### src/rtl/core/sfcr_pkg.sv
package sfcr_pkg;

    localparam int TIMER_W = 12;
    localparam int COUNT_W = 8;
    localparam int BITCNT_W = 3;
    localparam int CFG_IDX_W = 3;
    localparam int CFG_DATA_W = 12;

    localparam logic [TIMER_W-1:0] FIRST_TIMEOUT_RST = 12'd3000;
    localparam logic [TIMER_W-1:0] GAP_TIMEOUT_RST = 12'd200;
    localparam logic [COUNT_W-1:0] BYTE_LIMIT_RST = 8'd255;

    typedef enum logic [CFG_IDX_W-1:0] {
        CFG_FIRST_TIMEOUT = 3'd0,
        CFG_GAP_TIMEOUT   = 3'd1,
        CFG_ABORT_ENABLE  = 3'd2,
        CFG_BYTE_LIMIT    = 3'd3
    } t_cfg_index;

    typedef enum logic [1:0] {
        END_BUSY    = 2'd0,
        END_COUNT   = 2'd1,
        END_EXPIRED = 2'd2,
        END_ABORT   = 2'd3
    } t_end_status;

    typedef struct packed {
        logic cmd;
        logic clk_level;
        logic data_level;
        logic frame_level;
        logic ms_tick;
    } t_in_word;

    typedef struct packed {
        logic               byte_valid;
        logic [7:0]         byte_value;
        logic               done_res;
        t_end_status        end_status;
        logic [COUNT_W-1:0] received_count;
    } t_out_word;

    typedef struct packed {
        logic [TIMER_W-1:0] first_timeout_ms;
        logic [TIMER_W-1:0] gap_timeout_ms;
        logic               abort_enable;
        logic [COUNT_W-1:0] byte_limit;
    } t_cfg;

endpackage

### src/rtl/core/serial_fill_cell_receiver_unit.sv
// Serial fill cell receiver: each input word is a start command or one pin sample
// with a millisecond tick, and each accepted word yields exactly one result word.
// A word is taken every clock while the result side keeps up; its result shows up
// in the output register in the cycle after acceptance. The whole step (edge detect,
// shift, byte count, timer and end checks) is one combinational pass in front of
// that register, so it sustains one word per clock while the result side keeps up.
// Configuration writes are always ready and take effect for words accepted after the write.
module serial_fill_cell_receiver_unit import sfcr_pkg::*; (
    input  logic                  i_clk,
    input  logic                  i_rst_n,
    input  logic                  i_in_valid,
    output logic                  o_in_ready,
    input  t_in_word              i_in_word,
    output logic                  o_out_valid,
    input  logic                  i_out_ready,
    output t_out_word             o_out_word,
    input  logic                  i_cfg_valid,
    output logic                  o_cfg_ready,
    input  logic [CFG_IDX_W-1:0]  i_cfg_index,
    input  logic [CFG_DATA_W-1:0] i_cfg_data
);

    t_cfg      cfg;
    t_out_word res;
    logic      space;
    logic      accept;

    assign o_cfg_ready = 1'b1;
    assign o_in_ready = space;
    assign accept = i_in_valid && space;

    sfcr_cfg u_cfg (
        .i_clk       (i_clk),
        .i_rst_n     (i_rst_n),
        .i_cfg_valid (i_cfg_valid),
        .i_cfg_index (i_cfg_index),
        .i_cfg_data  (i_cfg_data),
        .o_cfg       (cfg)
    );

    sfcr_step u_step (
        .i_clk    (i_clk),
        .i_rst_n  (i_rst_n),
        .i_accept (accept),
        .i_word   (i_in_word),
        .i_cfg    (cfg),
        .o_res    (res)
    );

    sfcr_out u_out (
        .i_clk   (i_clk),
        .i_rst_n (i_rst_n),
        .i_load  (i_in_valid),
        .i_res   (res),
        .o_space (space),
        .o_valid (o_out_valid),
        .i_ready (i_out_ready),
        .o_word  (o_out_word)
    );

endmodule

### src/rtl/core/sfcr_cfg.sv
module sfcr_cfg import sfcr_pkg::*; (
    input  logic                  i_clk,
    input  logic                  i_rst_n,
    input  logic                  i_cfg_valid,
    input  logic [CFG_IDX_W-1:0]  i_cfg_index,
    input  logic [CFG_DATA_W-1:0] i_cfg_data,
    output t_cfg                  o_cfg
);

    t_cfg r_cfg;

    always_ff @(posedge i_clk) begin
        if (!i_rst_n) begin
            r_cfg.first_timeout_ms <= FIRST_TIMEOUT_RST;
            r_cfg.gap_timeout_ms <= GAP_TIMEOUT_RST;
            r_cfg.abort_enable <= 1'b1;
            r_cfg.byte_limit <= BYTE_LIMIT_RST;
        end else if (i_cfg_valid) begin
            case (i_cfg_index)
                CFG_FIRST_TIMEOUT: r_cfg.first_timeout_ms <= i_cfg_data[TIMER_W-1:0];
                CFG_GAP_TIMEOUT:   r_cfg.gap_timeout_ms <= i_cfg_data[TIMER_W-1:0];
                CFG_ABORT_ENABLE:  r_cfg.abort_enable <= i_cfg_data[0];
                CFG_BYTE_LIMIT:    r_cfg.byte_limit <= i_cfg_data[COUNT_W-1:0];
                default: ;
            endcase
        end
    end

    assign o_cfg = r_cfg;

endmodule

### src/rtl/core/sfcr_step.sv
module sfcr_step import sfcr_pkg::*; (
    input  logic      i_clk,
    input  logic      i_rst_n,
    input  logic      i_accept,
    input  t_in_word  i_word,
    input  t_cfg      i_cfg,
    output t_out_word o_res
);

    logic               r_active;
    logic               r_last_clock;
    logic [7:0]         r_shift;
    logic [BITCNT_W-1:0] r_bits;
    logic [COUNT_W-1:0] r_bytes;
    logic [TIMER_W-1:0] r_timer;

    logic               n_active;
    logic               n_last_clock;
    logic [7:0]         n_shift;
    logic [BITCNT_W-1:0] n_bits;
    logic [COUNT_W-1:0] n_bytes;
    logic [TIMER_W-1:0] n_timer;
    t_out_word          res;

    always_comb begin
        n_active = r_active;
        n_last_clock = r_last_clock;
        n_shift = r_shift;
        n_bits = r_bits;
        n_bytes = r_bytes;
        n_timer = r_timer;
        res.byte_valid = 1'b0;
        res.byte_value = 8'd0;
        res.done_res = 1'b0;
        res.end_status = END_BUSY;
        res.received_count = r_bytes;
        if (i_word.cmd) begin
            n_active = 1'b1;
            n_last_clock = i_word.clk_level;
            n_bits = '0;
            n_bytes = '0;
            n_timer = i_cfg.first_timeout_ms;
            res.received_count = '0;
            if (i_cfg.first_timeout_ms == '0) begin
                n_active = 1'b0;
                res.done_res = 1'b1;
                res.end_status = END_EXPIRED;
            end else if (i_cfg.byte_limit == '0) begin
                n_active = 1'b0;
                res.done_res = 1'b1;
                res.end_status = END_COUNT;
            end
        end else if (r_active) begin
            // tick first, then timeout, abort, edge
            if (i_word.ms_tick && r_timer != '0) begin
                n_timer = r_timer - TIMER_W'(1);
            end
            if (n_timer == '0) begin
                n_active = 1'b0;
                res.done_res = 1'b1;
                res.end_status = END_EXPIRED;
            end else if (i_cfg.abort_enable && i_word.frame_level) begin
                n_active = 1'b0;
                n_bytes = '0;
                res.done_res = 1'b1;
                res.end_status = END_ABORT;
                res.received_count = '0;
            end else if (i_word.clk_level != r_last_clock) begin
                n_last_clock = i_word.clk_level;
                if (!i_word.clk_level) begin
                    n_shift = {~i_word.data_level, r_shift[7:1]};
                    n_bits = r_bits + BITCNT_W'(1);
                    if (n_bits == '0) begin
                        n_bytes = r_bytes + COUNT_W'(1);
                        n_timer = i_cfg.gap_timeout_ms;
                        res.byte_valid = 1'b1;
                        res.byte_value = n_shift;
                        res.received_count = n_bytes;
                        if (n_bytes >= i_cfg.byte_limit) begin
                            n_active = 1'b0;
                            res.done_res = 1'b1;
                            res.end_status = END_COUNT;
                        end
                    end
                end
            end
        end
    end

    always_ff @(posedge i_clk) begin
        if (!i_rst_n) begin
            r_active <= 1'b0;
            r_last_clock <= 1'b0;
            r_shift <= '0;
            r_bits <= '0;
            r_bytes <= '0;
            r_timer <= '0;
        end else if (i_accept) begin
            r_active <= n_active;
            r_last_clock <= n_last_clock;
            r_shift <= n_shift;
            r_bits <= n_bits;
            r_bytes <= n_bytes;
            r_timer <= n_timer;
        end
    end

    assign o_res = res;

    a_done_status: assert property (@(posedge i_clk) disable iff (!i_rst_n)
        i_accept |-> (res.done_res == (res.end_status != END_BUSY)))
        else $error("done flag and end status disagree");

    a_abort_zero: assert property (@(posedge i_clk) disable iff (!i_rst_n)
        (i_accept && res.end_status == END_ABORT) |=> (r_bytes == '0 && !r_active))
        else $error("abort left count or session alive");

    a_byte_reload: assert property (@(posedge i_clk) disable iff (!i_rst_n)
        (i_accept && res.byte_valid) |=> (r_timer == $past(i_cfg.gap_timeout_ms)
            && r_bits == '0))
        else $error("byte did not reload gap timer");

    a_idle_hold: assert property (@(posedge i_clk) disable iff (!i_rst_n)
        (i_accept && !r_active && !i_word.cmd) |=> $stable(r_bytes) && !r_active)
        else $error("idle sample changed state");

endmodule

### src/rtl/core/sfcr_out.sv
module sfcr_out import sfcr_pkg::*; (
    input  logic      i_clk,
    input  logic      i_rst_n,
    input  logic      i_load,
    input  t_out_word i_res,
    output logic      o_space,
    output logic      o_valid,
    input  logic      i_ready,
    output t_out_word o_word
);

    logic      r_valid;
    t_out_word r_word;

    assign o_space = !r_valid || i_ready;

    always_ff @(posedge i_clk) begin
        if (!i_rst_n) begin
            r_valid <= 1'b0;
        end else if (o_space) begin
            r_valid <= i_load;
        end
    end

    always_ff @(posedge i_clk) begin
        if (i_load && o_space) begin
            r_word <= i_res;
        end
    end

    assign o_valid = r_valid;
    assign o_word = r_word;

endmodule

### config.mk
export PLATFORM = sky130hd
export DESIGN_NAME = serial_fill_cell_receiver_unit
export DESIGN_NICKNAME = d
export VERILOG_FILES = /design/src/rtl/core/sfcr_pkg.sv /design/src/rtl/core/serial_fill_cell_receiver_unit.sv /design/src/rtl/core/sfcr_cfg.sv /design/src/rtl/core/sfcr_step.sv /design/src/rtl/core/sfcr_out.sv
export SDC_FILE = /design/constraint.sdc
export NUM_CORES = 1
export LEC_CHECK = 0
export BUFFER_PORTS_ARGS = -buffer_cell sky130_fd_sc_hd__buf_4
export CAP_MARGIN = 40
export CORE_MARGIN = 2
export CORE_UTILIZATION = 55
export CTS_CLUSTER_SIZE = 24
export DETAILED_ROUTE_END_ITERATION = 10
export PLACE_DENSITY = 0.75
export SYNTH_ARGS = -nofsm -noshare
export SYNTH_HDL_FRONTEND = slang
export SYNTH_HIERARCHICAL = 1
export SYNTH_SLANG_ARGS = --single-unit
### constraint.sdc
create_clock -name i_clk -period 3.31 [get_ports i_clk]
set_input_delay 0.662 -clock i_clk [delete_from_list [all_inputs] [get_ports i_clk]]
set_output_delay 0.662 -clock i_clk [all_outputs]
set_load 0.02 [all_outputs]
Word-level counts from Yosys, hierarchy flattened

Cells that the tools add are included.
Widths: inputs -> output; s select.

Output and inout bits: 23
Input port bits: 25
Bits in registers: 87
Word-level logic and storage cells: 111

Order comparisons: 1
Equality and inequality tests: 8
Bitwise operators: 8
Mux-type cells: 49
Reductions and logical operators: 26
Add/subtract/negate cells: 3

Operators by type and width:

| operator              | count |
|---|---|
| $mux 12               | 10 |
| $mux 8                | 8 |
| $mux 20               | 3 |
| $mux 11               | 3 |
| $mux 3                | 10 |
| $logic_not 12->1      | 2 |
| $mux 1                | 15 |
| $reduce_and 6->1      | 2 |
| $reduce_bool 12->1    | 1 |
| $sub 12x1->12 const B | 1 |
| $reduce_and 2->1      | 5 |
| $add 8x1->8 const B   | 1 |
| $ge 8x8->1            | 1 |
| $logic_not 8->1       | 1 |
| $not 1->1             | 8 |
| $reduce_and 7->1      | 1 |
| $reduce_or 7->1       | 1 |
| $eq 3x2->1 const B    | 2 |
| $logic_not 3->1       | 2 |
| $reduce_bool 3->1     | 2 |
| $reduce_or 6->1       | 1 |
| $reduce_and 5->1      | 1 |
| $ne 2x2->1 const B    | 2 |
| $reduce_bool 2->1     | 2 |
| 8 further kinds       | 10 |

Depth between registers and ports, before layout

Gate-level depths: netlist (run 1).

Depth in word-level cells: 12
Depth in mapped cells: 12

By module

The synthesis (run 1) kept the hierarchy.

By module, submodules not included:

| module                         | instances | area each (um^2) | cells an instance |
|---|---|---|---|
| sfcr_step                      | 1         | 2,549.9          | 329 |
| sfcr_cfg                       | 1         | 1,375.1          | 136 |
| sfcr_out                       | 1         | 658.1            | 25 |
| serial_fill_cell_receiver_unit | 1         | 17.5             | 3 |

Worst setup path before layout (run 1)

No wires, ideal clock.

Path kind: input to register
From: input i_in_word[0] (netlist bit)
To: register u_out.r_word (netlist bit u_out/o_word[1]) (data pin)
Path buffers: 0
Setup time: 256 ps
Data required time: 3,054 ps
Cell stages on the path: 8
Path slack: 563 ps
Arrival: 2,491 ps
Path through: or3b_1 > o21a_1 > a211oi_2 > nand4_4 > o21ai_2 > nand3b_1 > inv_1 > a22o_1

Longest elaborated chain between the ends: 7

Ends and longest elaborated chain:

| what                   | RTL line                             | RTL |
|---|---|---|
| start: declaration     | serial_fill_cell_receiver_unit.sv:13 | `input t_in_word i_in_word,` |
| $logic_and 1x1->1      | sfcr_step.sv:55                      | `if (i_word.ms_tick && r_timer != '0) begin` |
| $mux 12                | sfcr_step.sv:55                      |  |
| $mux 12                | sfcr_step.sv:53                      | `end else if (r_active) begin` |
| $mux 12                | sfcr_step.sv:37                      | `if (i_word.cmd) begin` |
| $logic_not 12->1       | sfcr_step.sv:58                      | `if (n_timer == '0) begin` |
| $mux 8                 | sfcr_step.sv:58                      |  |
| $mux 11                | sfcr_step.sv:53                      |  |
| end signal: assignment | sfcr_out.sv:27                       | `r_word <= i_res;` |
| end: declaration       | sfcr_out.sv:13                       | `t_out_word r_word;` |

No other way between the ends. The select of a mux whose other input is x is not followed.
A chain may end at the register's enable or synchronous reset.

Final worst setup path (run 1)

From: register u_step.r_timer[0]
To: register u_step.r_shift[1]

Longest elaborated chain between the ends: 8
Elaborated cells on any way between the ends: 9
Those cells by class: 1 x add/sub; 3 x mux; 1 x bitwise; 4 x reduce/logical

Ends and longest elaborated chain:

| what                                                                  | RTL line         | RTL |
|---|---|---|
| start: declaration                                                    | sfcr_step.sv:15  | `logic [TIMER_W-1:0] r_timer;` |
| start signal: assignment                                              | sfcr_step.sv:104 | `r_timer <= n_timer;` |
| parallel branches: the longest is 2 deep, another holds $sub 12x1->12 | --               |  |
| $mux 12 (*)                                                           | sfcr_step.sv:55  |  |
| $mux 12 (*)                                                           | sfcr_step.sv:53  |  |
| $mux 12 (*)                                                           | sfcr_step.sv:37  |  |
| $logic_not 12->1 (*)                                                  | sfcr_step.sv:58  |  |
| $not 1->1 (no source line) (*)                                        | --               |  |
| $reduce_and 7->1 (no source line) (*)                                 | --               |  |
| end signal: assignment                                                | sfcr_step.sv:101 | `r_shift <= n_shift;` |
| end: declaration                                                      | sfcr_step.sv:12  | `logic [7:0] r_shift;` |

Mark *: on every way between the ends. The select of a mux whose other input is x is not followed.

==> flow_summary.json, run 1 <==
{
  "setup_viol": 0,
  "cts-root-buf": "clkbuf_8",
  "n_antenna_cell": 0,
  "hpwl_microns": 7720,
  "synth-main-ff-cell": "dfxtp_1",
  "row_count": 33,
  "final_hold_viol_count": 0,
  "htreeDepth": 3,
  "worst_pin_slew_ps": 558,
  "postCtsSetupBuffers": 0,
  "cts_inserted_buffers": 9,
  "ys_seq_area_share_pct": 41.8,
  "max-cap-violations": 0,
  "grt_max_degree": 69,
  "outcome": "completed",
  "grt_pass1_vias": 3435,
  "holdPathEnd": "u_cfg/o_cfg[18]$_SDFFE_PN0P_",
  "start_kind": "flip-flop",
  "fillCellCount": 685,
  "setup-tns-final_ps": 0,
  "start_util_pct": 56.3,
  "min_period_over_period_pct": 91.1,
  "timing.rr.end": "u_step/r_shift[1]$_SDFFE_PN0P_",
  "setup.worst_path.end_class": "flip-flop",
  "drtIter0Drc": 309,
  "clock-sinks": 86,
  "synth_top_family_by_area": "simple AND/OR/NAND/NOR gates",
  "track_usage_pct": 24.1,
  "synth_edf_count": 20,
  "final_cell_mix": "nand2_1 (74), dfxtp_1 (66), buf_4 (54)",
  "powerDensity_nw_per_um2": 441,
  "tritoncts": "done",
  "reg2regPathDepth": 9,
  "crit_slowest_cell": "or4b_1",
  "slowest_delay_ps": 710,
  "slew_violations": 0,
  "synth-async-reset-ratio_pct": 0,
  "synthDistinctLibCells": 67,
  "cts_hold_buffers": 0,
  "hold_depth": 2,
  "multiInputGateArea_sq_um": 2510,
  "syn2layout_area_growth_pct": 14.4,
  "clock_latency_ps": 350,
  "critPathMaxFanout": 9,
  "path_clk_slew_ps": 80,
  "wl_per_cell_microns": 16.2,
  "yosys.area_share.xor_xnor_pct": 1.90,
  "vias": 3747,
  "criticalPathCategory": "flip-flop to flip-flop",
  "rsz0062_at_grt": "false",
  "rr_startpoint": "u_step/r_timer[0]$_SDFFE_PN0P_",
  "reg2reg_slack_ps": 290,
  "max_clock_freq_mhz": 331,
  "relSlewSlack_pct": 62.8,
  "synth-compound-area-share_pct": 13.2,
  "drtPass1Iterations": 5,
  "syn_nets": 531,
  "path_cells": "inv_1 > ha_1 > nor3b_2 > nand3_2 > a32oi_2 > nand3b_2 > o21ai_2 > or4b_1 > mux2i_1",
  "wl_microns": 10500,
  "synth-simple-area-share_pct": 24.7,
  "antenna_found_initial": 0,
  "die_w_microns": 95.5,
  "io_buffers": 46,
  "worstPathRequired_ps": 3520,
  "dieArea_sq_um": 9110,
  "final_util_pct": 64.4,
  "avgSynthCellArea_sq_um": 9.33,
  "placeableCoreArea_sq_um": 8180,
  "synthAdderAreaFrac_pct": 3.54,
  "via_per_inst": 5.81,
  "peakVddDrop_uv": 210,
  "ios": 48,
  "syn_inst": 493,
  "place.gp.congestion": 0.886,
  "holdCritStartpoint": "u_cfg/o_cfg[18]$_SDFFE_PN0P_",
  "drive_gt1_share_pct": 17.2,
  "syn_area_sq_um": 4600,
  "yosysTopAreaCell": "dfxtp_1",
  "period_minus_slack_ps": 3020,
  "globalRouteOverflowTotal": 0,
  "drcViolationCount": 0,
  "synthTopCellsByArea": "dfxtp_1 (29%), edfxtp_1 (13%), mux2i_1 (10%)",
  "synth-seq-cells": 86,
  "timing.hold.worst.class": "flip-flop to flip-flop",
  "ant_nets": 0,
  "final_common_cell": "nand2_1",
  "synth_top_area_share_pct": 28.7,
  "regArea_sq_um": 1920,
  "fin_worst_skew_ps": 8.86,
  "synthMuxAreaShare_pct": 10.9,
  "p_leak_nw": 2.34,
  "cts_max_path_buffers": 2,
  "die_h_microns": 95.5,
  "yosys_warnings": 6,
  "grt_pass1_wl_microns": 16900,
  "final_nets": 573,
  "arrival_ps": 3230
}
power by group:
part	internal, mW	switching [mW]	leakage, nW	total (mW)
clock	0.429	0.374	0.100	0.802
sequential	1.11	0.0342	0.736	1.14
combinational	0.155	0.219	1.50	0.374
timing repair:
item,4_1_cts,5_1_grt
gates resized for setup,0,1
hold endpoints to repair,0,0
setup endpoints to repair,0,2
layer usage:
| metal | wire, microns | vias up | GRT usage [%] | share of wire, % |
|---|---|---|---|---|
| li1 | - | 1830 | - | - |
| met1 | 4890 | 1783 | 34.2 | 47 |
| met2 | 4850 | 127 | 38.2 | 46 |
| met3 | 666 | 7 | 4.11 | 6.4 |
| met4 | 63 | 0 | 6.07 | 0.60 |
| met5 | 0 | - | 0 | 0 |
flip-flops by register name (all words and copies together), names as in the netlist:
register / cells
u_out/o_valid: 1
u_step/r_bytes: 8
u_cfg/o_cfg: 33
u_step/r_shift: 7
u_step/r_last_clock: 1
u_out/o_word: 20
u_step/r_timer: 12
u_step/r_bits: 3
u_step/r_active: 1
synth_stat cells (all sizes together) (4+ instances only):
cell	instances
clkbuf	17
nand2	74
nor4	10
and2	14
a21oi	12
o21ai	31
a22o	11
buf	6
xor2	8
nor3	4
dfxtp	66
and3	6
inv	21
nand3	20
nor2	17
nand2b	6
ha	13
nor2b	33
edfxtp	20
mux2i	48
stage by stage:
stage | area, sq um | hold WS, ps | worst slack [ps] | cells | power (mW)
after detailed placement | 5050 | 448 | 199 | 629 | 1.54
after floorplan | 4600 | 430 | 563 | 493 | 1.42
after CTS | 5260 | 467 | 250 | 645 | 2.33
after global placement | 5050 | 438 | 288 | 629 | 1.52
after global routing | 5260 | 484 | 75.3 | 645 | 2.42
final | 5260 | 462 | 293 | 645 | 2.32
area by class of cell:
class                           count  area share, %
Tap cell                          105           2.50
Timing Repair Buffer               54           7.71
Sequential cell                    86           36.5
Multi-Input combinational cell    363           47.7
Clock inverter                      5           1.59
Clock buffer                       11           2.50
Inverter                           21           1.50
worst max-delay path by stage:
stage               slack (ps)                              to                      startpoint  cells after the start
finish                     290  u_step/r_shift[1]$_SDFFE_PN0P_  u_step/r_timer[0]$_SDFFE_PN0P_                      9
global route                80  u_step/r_shift[1]$_SDFFE_PN0P_  u_step/r_timer[0]$_SDFFE_PN0P_                      9
CTS                        250       u_out/o_word[1]$_DFFE_PP_  u_step/r_timer[0]$_SDFFE_PN0P_                     10
detailed placement         200       u_out/o_word[1]$_DFFE_PP_                    i_in_word[0]                      9
global placement           290       u_out/o_word[1]$_DFFE_PP_                    i_in_word[0]                      9
floorplan                  560       u_out/o_word[1]$_DFFE_PP_                    i_in_word[0]                      8
logic make-up (layout without fill, tap and decap cells):
kind of cell               Yosys count  in the layout
other                                1              1
DFF                                 86             86
xor gates and xnor gates            10             10
buffers and inverters               44             91
adders and majority gates           13             13
AOI/OAI and AO/OA                   84             84
and+or+nand+nor                    205            205
muxes                               50             50
critical path: cells and delay by family (launching register included):
kind	cells	cell delay, ps
AOI/OAI and AO/OA	2	470
adders and majority gates	1	170
buffers and inverters	1	150
DFF	1	350
muxes	1	200
and+or+nand+nor	4	1550
(Power assumes the default switching activity.)
==> inputs of run 2 (changes only) <==
--- a/config.mk
+++ b/config.mk
@@ -11,7 +11,7 @@
 export CORE_UTILIZATION = 55
 export CTS_CLUSTER_SIZE = 24
 export DETAILED_ROUTE_END_ITERATION = 10
-export PLACE_DENSITY = 0.75
+export PLACE_DENSITY = 0.86
 export SYNTH_ARGS = -nofsm -noshare
 export SYNTH_HDL_FRONTEND = slang
 export SYNTH_HIERARCHICAL = 1
==> run 2 against run 1 <==
Critical path depth increased by 1. Global-route usage increased by 0.50 points. Highest routed layer unchanged. Sequential power about the same. Register-to-register slack about the same. Non-clock buffer count decreased by 1. Sequential share of layout area increased by 0.18 points.
==> flow_summary.json, run 2 (synthesized netlist as in run 1, its figures left out) <==
{
  "outcome": "completed",
  "cts-resized-gates": 0,
  "rsz0062_at_grt": "false",
  "critPathMaxFanout": 9,
  "final_hold_viol_count": 0,
  "path_clk_slew_ps": 100,
  "cts_max_path_buffers": 2,
  "reg2reg_slack_ps": 300,
  "reg2regPathDepth": 10,
  "drcViolationCount": 0,
  "cts_hold_buffers": 0,
  "setup-tns-final_ps": 0,
  "io_buffers": 46,
  "drtPass1Iterations": 5,
  "timing.rr.end": "u_out/o_word[1]$_DFFE_PP_",
  "n_antenna_cell": 0,
  "track_usage_pct": 24.6,
  "die_w_microns": 95.5,
  "max_clock_freq_mhz": 332,
  "start_kind": "flip-flop",
  "die_h_microns": 95.5,
  "grt_max_degree": 86,
  "via_per_inst": 5.89,
  "fin_worst_skew_ps": 11.9,
  "cts-root-buf": "clkbuf_8",
  "place.gp.congestion": 0.951,
  "slew_violations": 0,
  "row_count": 33,
  "worst_pin_slew_ps": 729,
  "placeableCoreArea_sq_um": 8180,
  "postPlaceCellArea_sq_um": 5040,
  "endpoint": "u_out/o_word[1]$_DFFE_PP_",
  "dieArea_sq_um": 9110,
  "final_common_cell": "nand2_1",
  "wl_microns": 10500,
  "ant_nets": 0,
  "ios": 48,
  "powerDensity_nw_per_um2": 426,
  "criticalPathCategory": "flip-flop to flip-flop",
  "final_cell_mix": "nand2_1 (74), dfxtp_1 (66), buf_4 (53)",
  "largest_reg_flops": 33,
  "syn2layout_area_growth_pct": 13.8,
  "worstPathRequired_ps": 3440,
  "p_leak_nw": 2.32,
  "drtIter0Drc": 347,
  "min_period_over_period_pct": 90.9,
  "setup.worst_path.end_class": "flip-flop",
  "postCtsSetupBuffers": 0,
  "startpoint": "u_step/r_timer[0]$_SDFFE_PN0P_",
  "stdcell_area_sq_um": 5240,
  "timing.hold.worst.class": "flip-flop to flip-flop",
  "rr_startpoint": "u_step/r_timer[0]$_SDFFE_PN0P_",
  "relSlewSlack_pct": 51.4,
  "fillCellCount": 659,
  "hpwl_microns": 7750,
  "tritoncts": "done",
  "finalPower_mw": 2.23,
  "globalRouteOverflowTotal": 0,
  "antenna_found_initial": 0,
  "cts_inserted_buffers": 9,
  "grt_pass1_wl_microns": 17400,
  "clock-sinks": 86,
  "setup_viol": 0,
  "max-cap-violations": 0,
  "arrival_ps": 3140,
  "period_minus_slack_ps": 3010,
  "grt_pass1_vias": 3587,
  "drive_gt1_share_pct": 17.6,
  "peakVddDrop_uv": 232,
  "vias": 3793,
  "wl_per_cell_microns": 16.3,
  "start_util_pct": 56.3,
  "final_nets": 572,
  "htreeDepth": 3,
  "clock_latency_ps": 370
}
## run 2: cell type report
class / count / area [sq um] / area share (%)
multi-input cells: 363 / 2510 / 48.0
clock buffers: 9 / 124 / 2.37
well taps: 105 / 131 / 2.51
repair buffers: 53 / 398 / 7.60
flip-flops and latches: 86 / 1920 / 36.7
clock inverters: 7 / 68.8 / 1.31
inverters: 21 / 78.8 / 1.51
## run 2: layer usage
layer	vias to the layer above	wire length (microns)	share of wire, %	GRT usage, %
li1	1830	-	-	-
met4	0	142	1.4	7.98
met2	159	4940	47	40.3
met1	1790	4680	45	32.9
met3	14	737	7.0	4.58
met5	-	0	0	0
## run 2: how the worst min path moves through the flow
| stage | from | endpoint | slack, ps | depth (start not counted) |
|---|---|---|---|---|
| floorplan | u_step/r_last_clock$_SDFFE_PN0P_ | u_step/r_last_clock$_SDFFE_PN0P_ | 430 | 2 |
| CTS | u_cfg/o_cfg[18]$_SDFFE_PN0P_ | u_cfg/o_cfg[18]$_SDFFE_PN0P_ | 480 | 2 |
| finish | u_cfg/o_cfg[18]$_SDFFE_PN0P_ | u_cfg/o_cfg[18]$_SDFFE_PN0P_ | 480 | 2 |
| global route | u_cfg/o_cfg[11]$_SDFFE_PN0P_ | u_cfg/o_cfg[11]$_SDFFE_PN0P_ | 500 | 2 |
| detailed placement | u_step/r_shift[1]$_SDFFE_PN0P_ | u_step/r_shift[1]$_SDFFE_PN0P_ | 460 | 2 |
| global placement | u_step/r_last_clock$_SDFFE_PN0P_ | u_step/r_last_clock$_SDFFE_PN0P_ | 440 | 2 |
## run 2: metrics by stage
| step | hold slack [ps] | worst slack (ps) | std cells | util (%) |
|---|---|---|---|---|
| 5_1_grt | 496 | 23.0 | 644 | 64.0 |
| 2_1_floorplan | 430 | 563 | 493 | - |
| 3_5_place_dp | 461 | 142 | 628 | 61.6 |
| 6_report | 477 | 300 | 644 | 64.0 |
| 3_3_place_gp | 439 | 230 | 628 | 61.6 |
| 4_1_cts | 475 | 219 | 644 | 64.0 |
## run 2: worst max-delay path: stages (launching register included)
cell and delay, ps:
dfxtp_1 350, inv_1 150, ha_1 170, nor3b_2 360
nand3_2 250, a21oi_2 280, nand4_4 190, o21ai_2 340
nand3b_1 260, inv_1 170, a22o_1 260
## run 2: where the power goes
part           internal (mW)  total, mW  leakage (nW)  switching (mW)
Clock                  0.290      0.705        0.0911           0.414
Sequential              1.11       1.14         0.736          0.0348
Combinational          0.157      0.381          1.50           0.224
==> inputs of run 3 (changes only) <==
--- a/config.mk
+++ b/config.mk
@@ -5,13 +5,13 @@
 export SDC_FILE = /design/constraint.sdc
 export NUM_CORES = 1
 export LEC_CHECK = 0
-export BUFFER_PORTS_ARGS = -buffer_cell sky130_fd_sc_hd__buf_4
+export BUFFER_PORTS_ARGS = -buffer_cell sky130_fd_sc_hd__buf_2
 export CAP_MARGIN = 40
 export CORE_MARGIN = 2
-export CORE_UTILIZATION = 55
+export CORE_UTILIZATION = 53
 export CTS_CLUSTER_SIZE = 24
 export DETAILED_ROUTE_END_ITERATION = 10
-export PLACE_DENSITY = 0.86
+export PLACE_DENSITY = 0.87
 export SYNTH_ARGS = -nofsm -noshare
 export SYNTH_HDL_FRONTEND = slang
 export SYNTH_HIERARCHICAL = 1
==> constraint.sdc (replaced) <==
create_clock -name i_clk -period 2.7 [get_ports i_clk]
set_input_delay 0.54 -clock i_clk [delete_from_list [all_inputs] [get_ports i_clk]]
set_output_delay 0.54 -clock i_clk [all_outputs]
set_load 0.02 [all_outputs]
==> run 3 against run 2 <==
Via count rose by 5.6%. Sequential power increased by 22%. Worst hold slack got worse by 47 ps.
==> flow_summary.json, run 3 (synthesized netlist as in run 1, its figures left out) <==
{
  "dp.cells": 662,
  "start_util_pct": 55.4,
  "critPathMaxFanout": 7,
  "peakVddDrop_uv": 314,
  "track_usage_pct": 24.4,
  "via_per_inst": 5.85,
  "dieArea_sq_um": 9440,
  "final_util_pct": 66.6,
  "row_count": 33,
  "syn2layout_area_growth_pct": 20.1,
  "setup.worst_path.end_class": "flip-flop",
  "criticalPathCategory": "flip-flop to flip-flop",
  "cts_hold_buffers": 0,
  "worstPathRequired_ps": 2990,
  "crit_family": "simple AND/OR/NAND/NOR gates",
  "comb_power_share_pct": 20.2,
  "start_kind": "flip-flop",
  "n_antenna_cell": 0,
  "setup_viol": 0,
  "die_w_microns": 97.2,
  "cts-root-buf": "clkbuf_8",
  "grt_pass1_vias": 3833,
  "die_h_microns": 97.2,
  "fillCellCount": 633,
  "max-cap-violations": 0,
  "hpwl_microns": 8410,
  "powerDensity_nw_per_um2": 519,
  "grt_max_degree": 86,
  "drive_gt1_share_pct": 24.9,
  "path_cells": "inv_1 > ha_2 > nor3b_4 > nand3_2 > buf_4 > a32oi_2 > nand3b_2 > o21ai_4 > or4b_1 > buf_6 > mux2i_1",
  "min_period_over_period_pct": 97.2,
  "drtIter0Drc": 432,
  "crit_buf_inv": 3,
  "ant_nets": 0,
  "final_nets": 612,
  "fin_worst_skew_ps": 12.8,
  "instances_no_fill": 684,
  "timing.hold.worst.class": "primary input to flip-flop",
  "setup-tns-final_ps": 0,
  "placeableCoreArea_sq_um": 8300,
  "io_buffers": 46,
  "fin_hold_ws_ps": 430,
  "drtPass1Iterations": 6,
  "path_clk_slew_ps": 100,
  "switchingPower_mw": 0.883,
  "slowest_delay_ps": 520,
  "p_sw_share_pct": 30.8,
  "htreeDepth": 3,
  "max_clock_freq_mhz": 381,
  "final_cell_mix": "nand2_1 (74), dfxtp_1 (63), mux2i_1 (47)",
  "seqPwrFrac_pct": 48.5,
  "drcViolationCount": 0,
  "p_clk_share_pct": 31.3,
  "period_minus_slack_ps": 2620,
  "crit_slowest_cell": "or4b_1",
  "cts_inserted_buffers": 9,
  "arrival_ps": 2910,
  "p_leak_nw": 2.50,
  "tritoncts": "done",
  "grt_pass1_wl_microns": 18700,
  "clock-sinks": 86,
  "place.gp.congestion": 0.918,
  "wl_per_cell_microns": 17.0,
  "antenna_found_initial": 0,
  "globalRouteOverflowTotal": 0,
  "slew_violations": 0,
  "vias": 4004,
  "outcome": "completed",
  "wl_microns": 11600,
  "largest_reg_flops": 33,
  "ios": 48,
  "intPower_mw": 1.98,
  "final_common_cell": "nand2_1",
  "final_hold_viol_count": 0,
  "cts_max_path_buffers": 2,
  "finalPower_mw": 2.87,
  "clock_latency_ps": 370
}
[run 3: cell count changes in the layout (fill, tap and decap cells not counted), moves of 3 or more]
cell and change:
buf_12 +3, buf_2 +46, buf_4 -10, o21ai_1 +4, o21ai_0 -4, dfxtp_1 -3
[run 3: power by group through the flow]
stage | sequential, mW | combinational (mW) | clock [mW]
3_5_place_dp | 1.42 | 0.534 | 0
2_1_floorplan | 1.44 | 0.304 | 0
6_report | 1.39 | 0.579 | 0.899
3_3_place_gp | 1.42 | 0.525 | 0
4_1_cts | 1.39 | 0.540 | 0.901
5_1_grt | 1.40 | 0.623 | 0.965
[run 3: area by class of cell]
cell class / count / area (sq um) / area share, %
Timing Repair Buffer: 93 / 624 / 11.3
Sequential cell: 86 / 1930 / 34.9
Clock buffer: 9 / 124 / 2.24
Clock inverter: 7 / 80.1 / 1.45
Inverter: 21 / 78.8 / 1.43
Multi-Input combinational cell: 363 / 2550 / 46.3
Tap cell: 105 / 131 / 2.38
[run 3: final timing paths]
kind	start	to	slack (ps)	cells after the start
min	i_cfg_data[11]	u_cfg/o_cfg[20]$_SDFFE_PN0P_	430	3
min reg2reg	u_cfg/o_cfg[19]$_SDFFE_PN0P_	u_cfg/o_cfg[19]$_SDFFE_PN0P_	470	2
max	u_step/r_timer[0]$_SDFFE_PN0P_	u_step/r_shift[3]$_SDFFE_PN0P_	80	11
max reg2reg	u_step/r_timer[0]$_SDFFE_PN0P_	u_step/r_shift[3]$_SDFFE_PN0P_	80	11
[run 3: per-stage QoR]
step / instance area, sq um / worst slack (ps)
2_1_floorplan: 4600 / 75.1
3_3_place_gp: 5220 / -51.8
3_5_place_dp: 5220 / -69.0
4_1_cts: 5440 / 11.1
5_1_grt: 5520 / -27.3
6_report: 5520 / 75.4
[run 3: timing repair]
item,4_1_cts,5_1_grt
buffers inserted,0,6
pin swaps,0,6
endpoints found under the setup margin,28,38
gates resized for setup,3,17
[run 3: metal layers]
metal	up-vias	wire length, microns	global-route usage, %
li1	1908	-	-
met2	173	5530	39.4
met5	-	0	0
met4	0	315	8.99
met3	34	771	4.68
met1	1889	4980	32.5
[run 3: worst register-to-register path: cells and delay by family (launching register included)]
family	cells	cell delay, ps
compound gates	2	290
fa+ha+maj	1	180
buf+inv	3	420
simple gates	4	1180
mux	1	170
flops	1	320
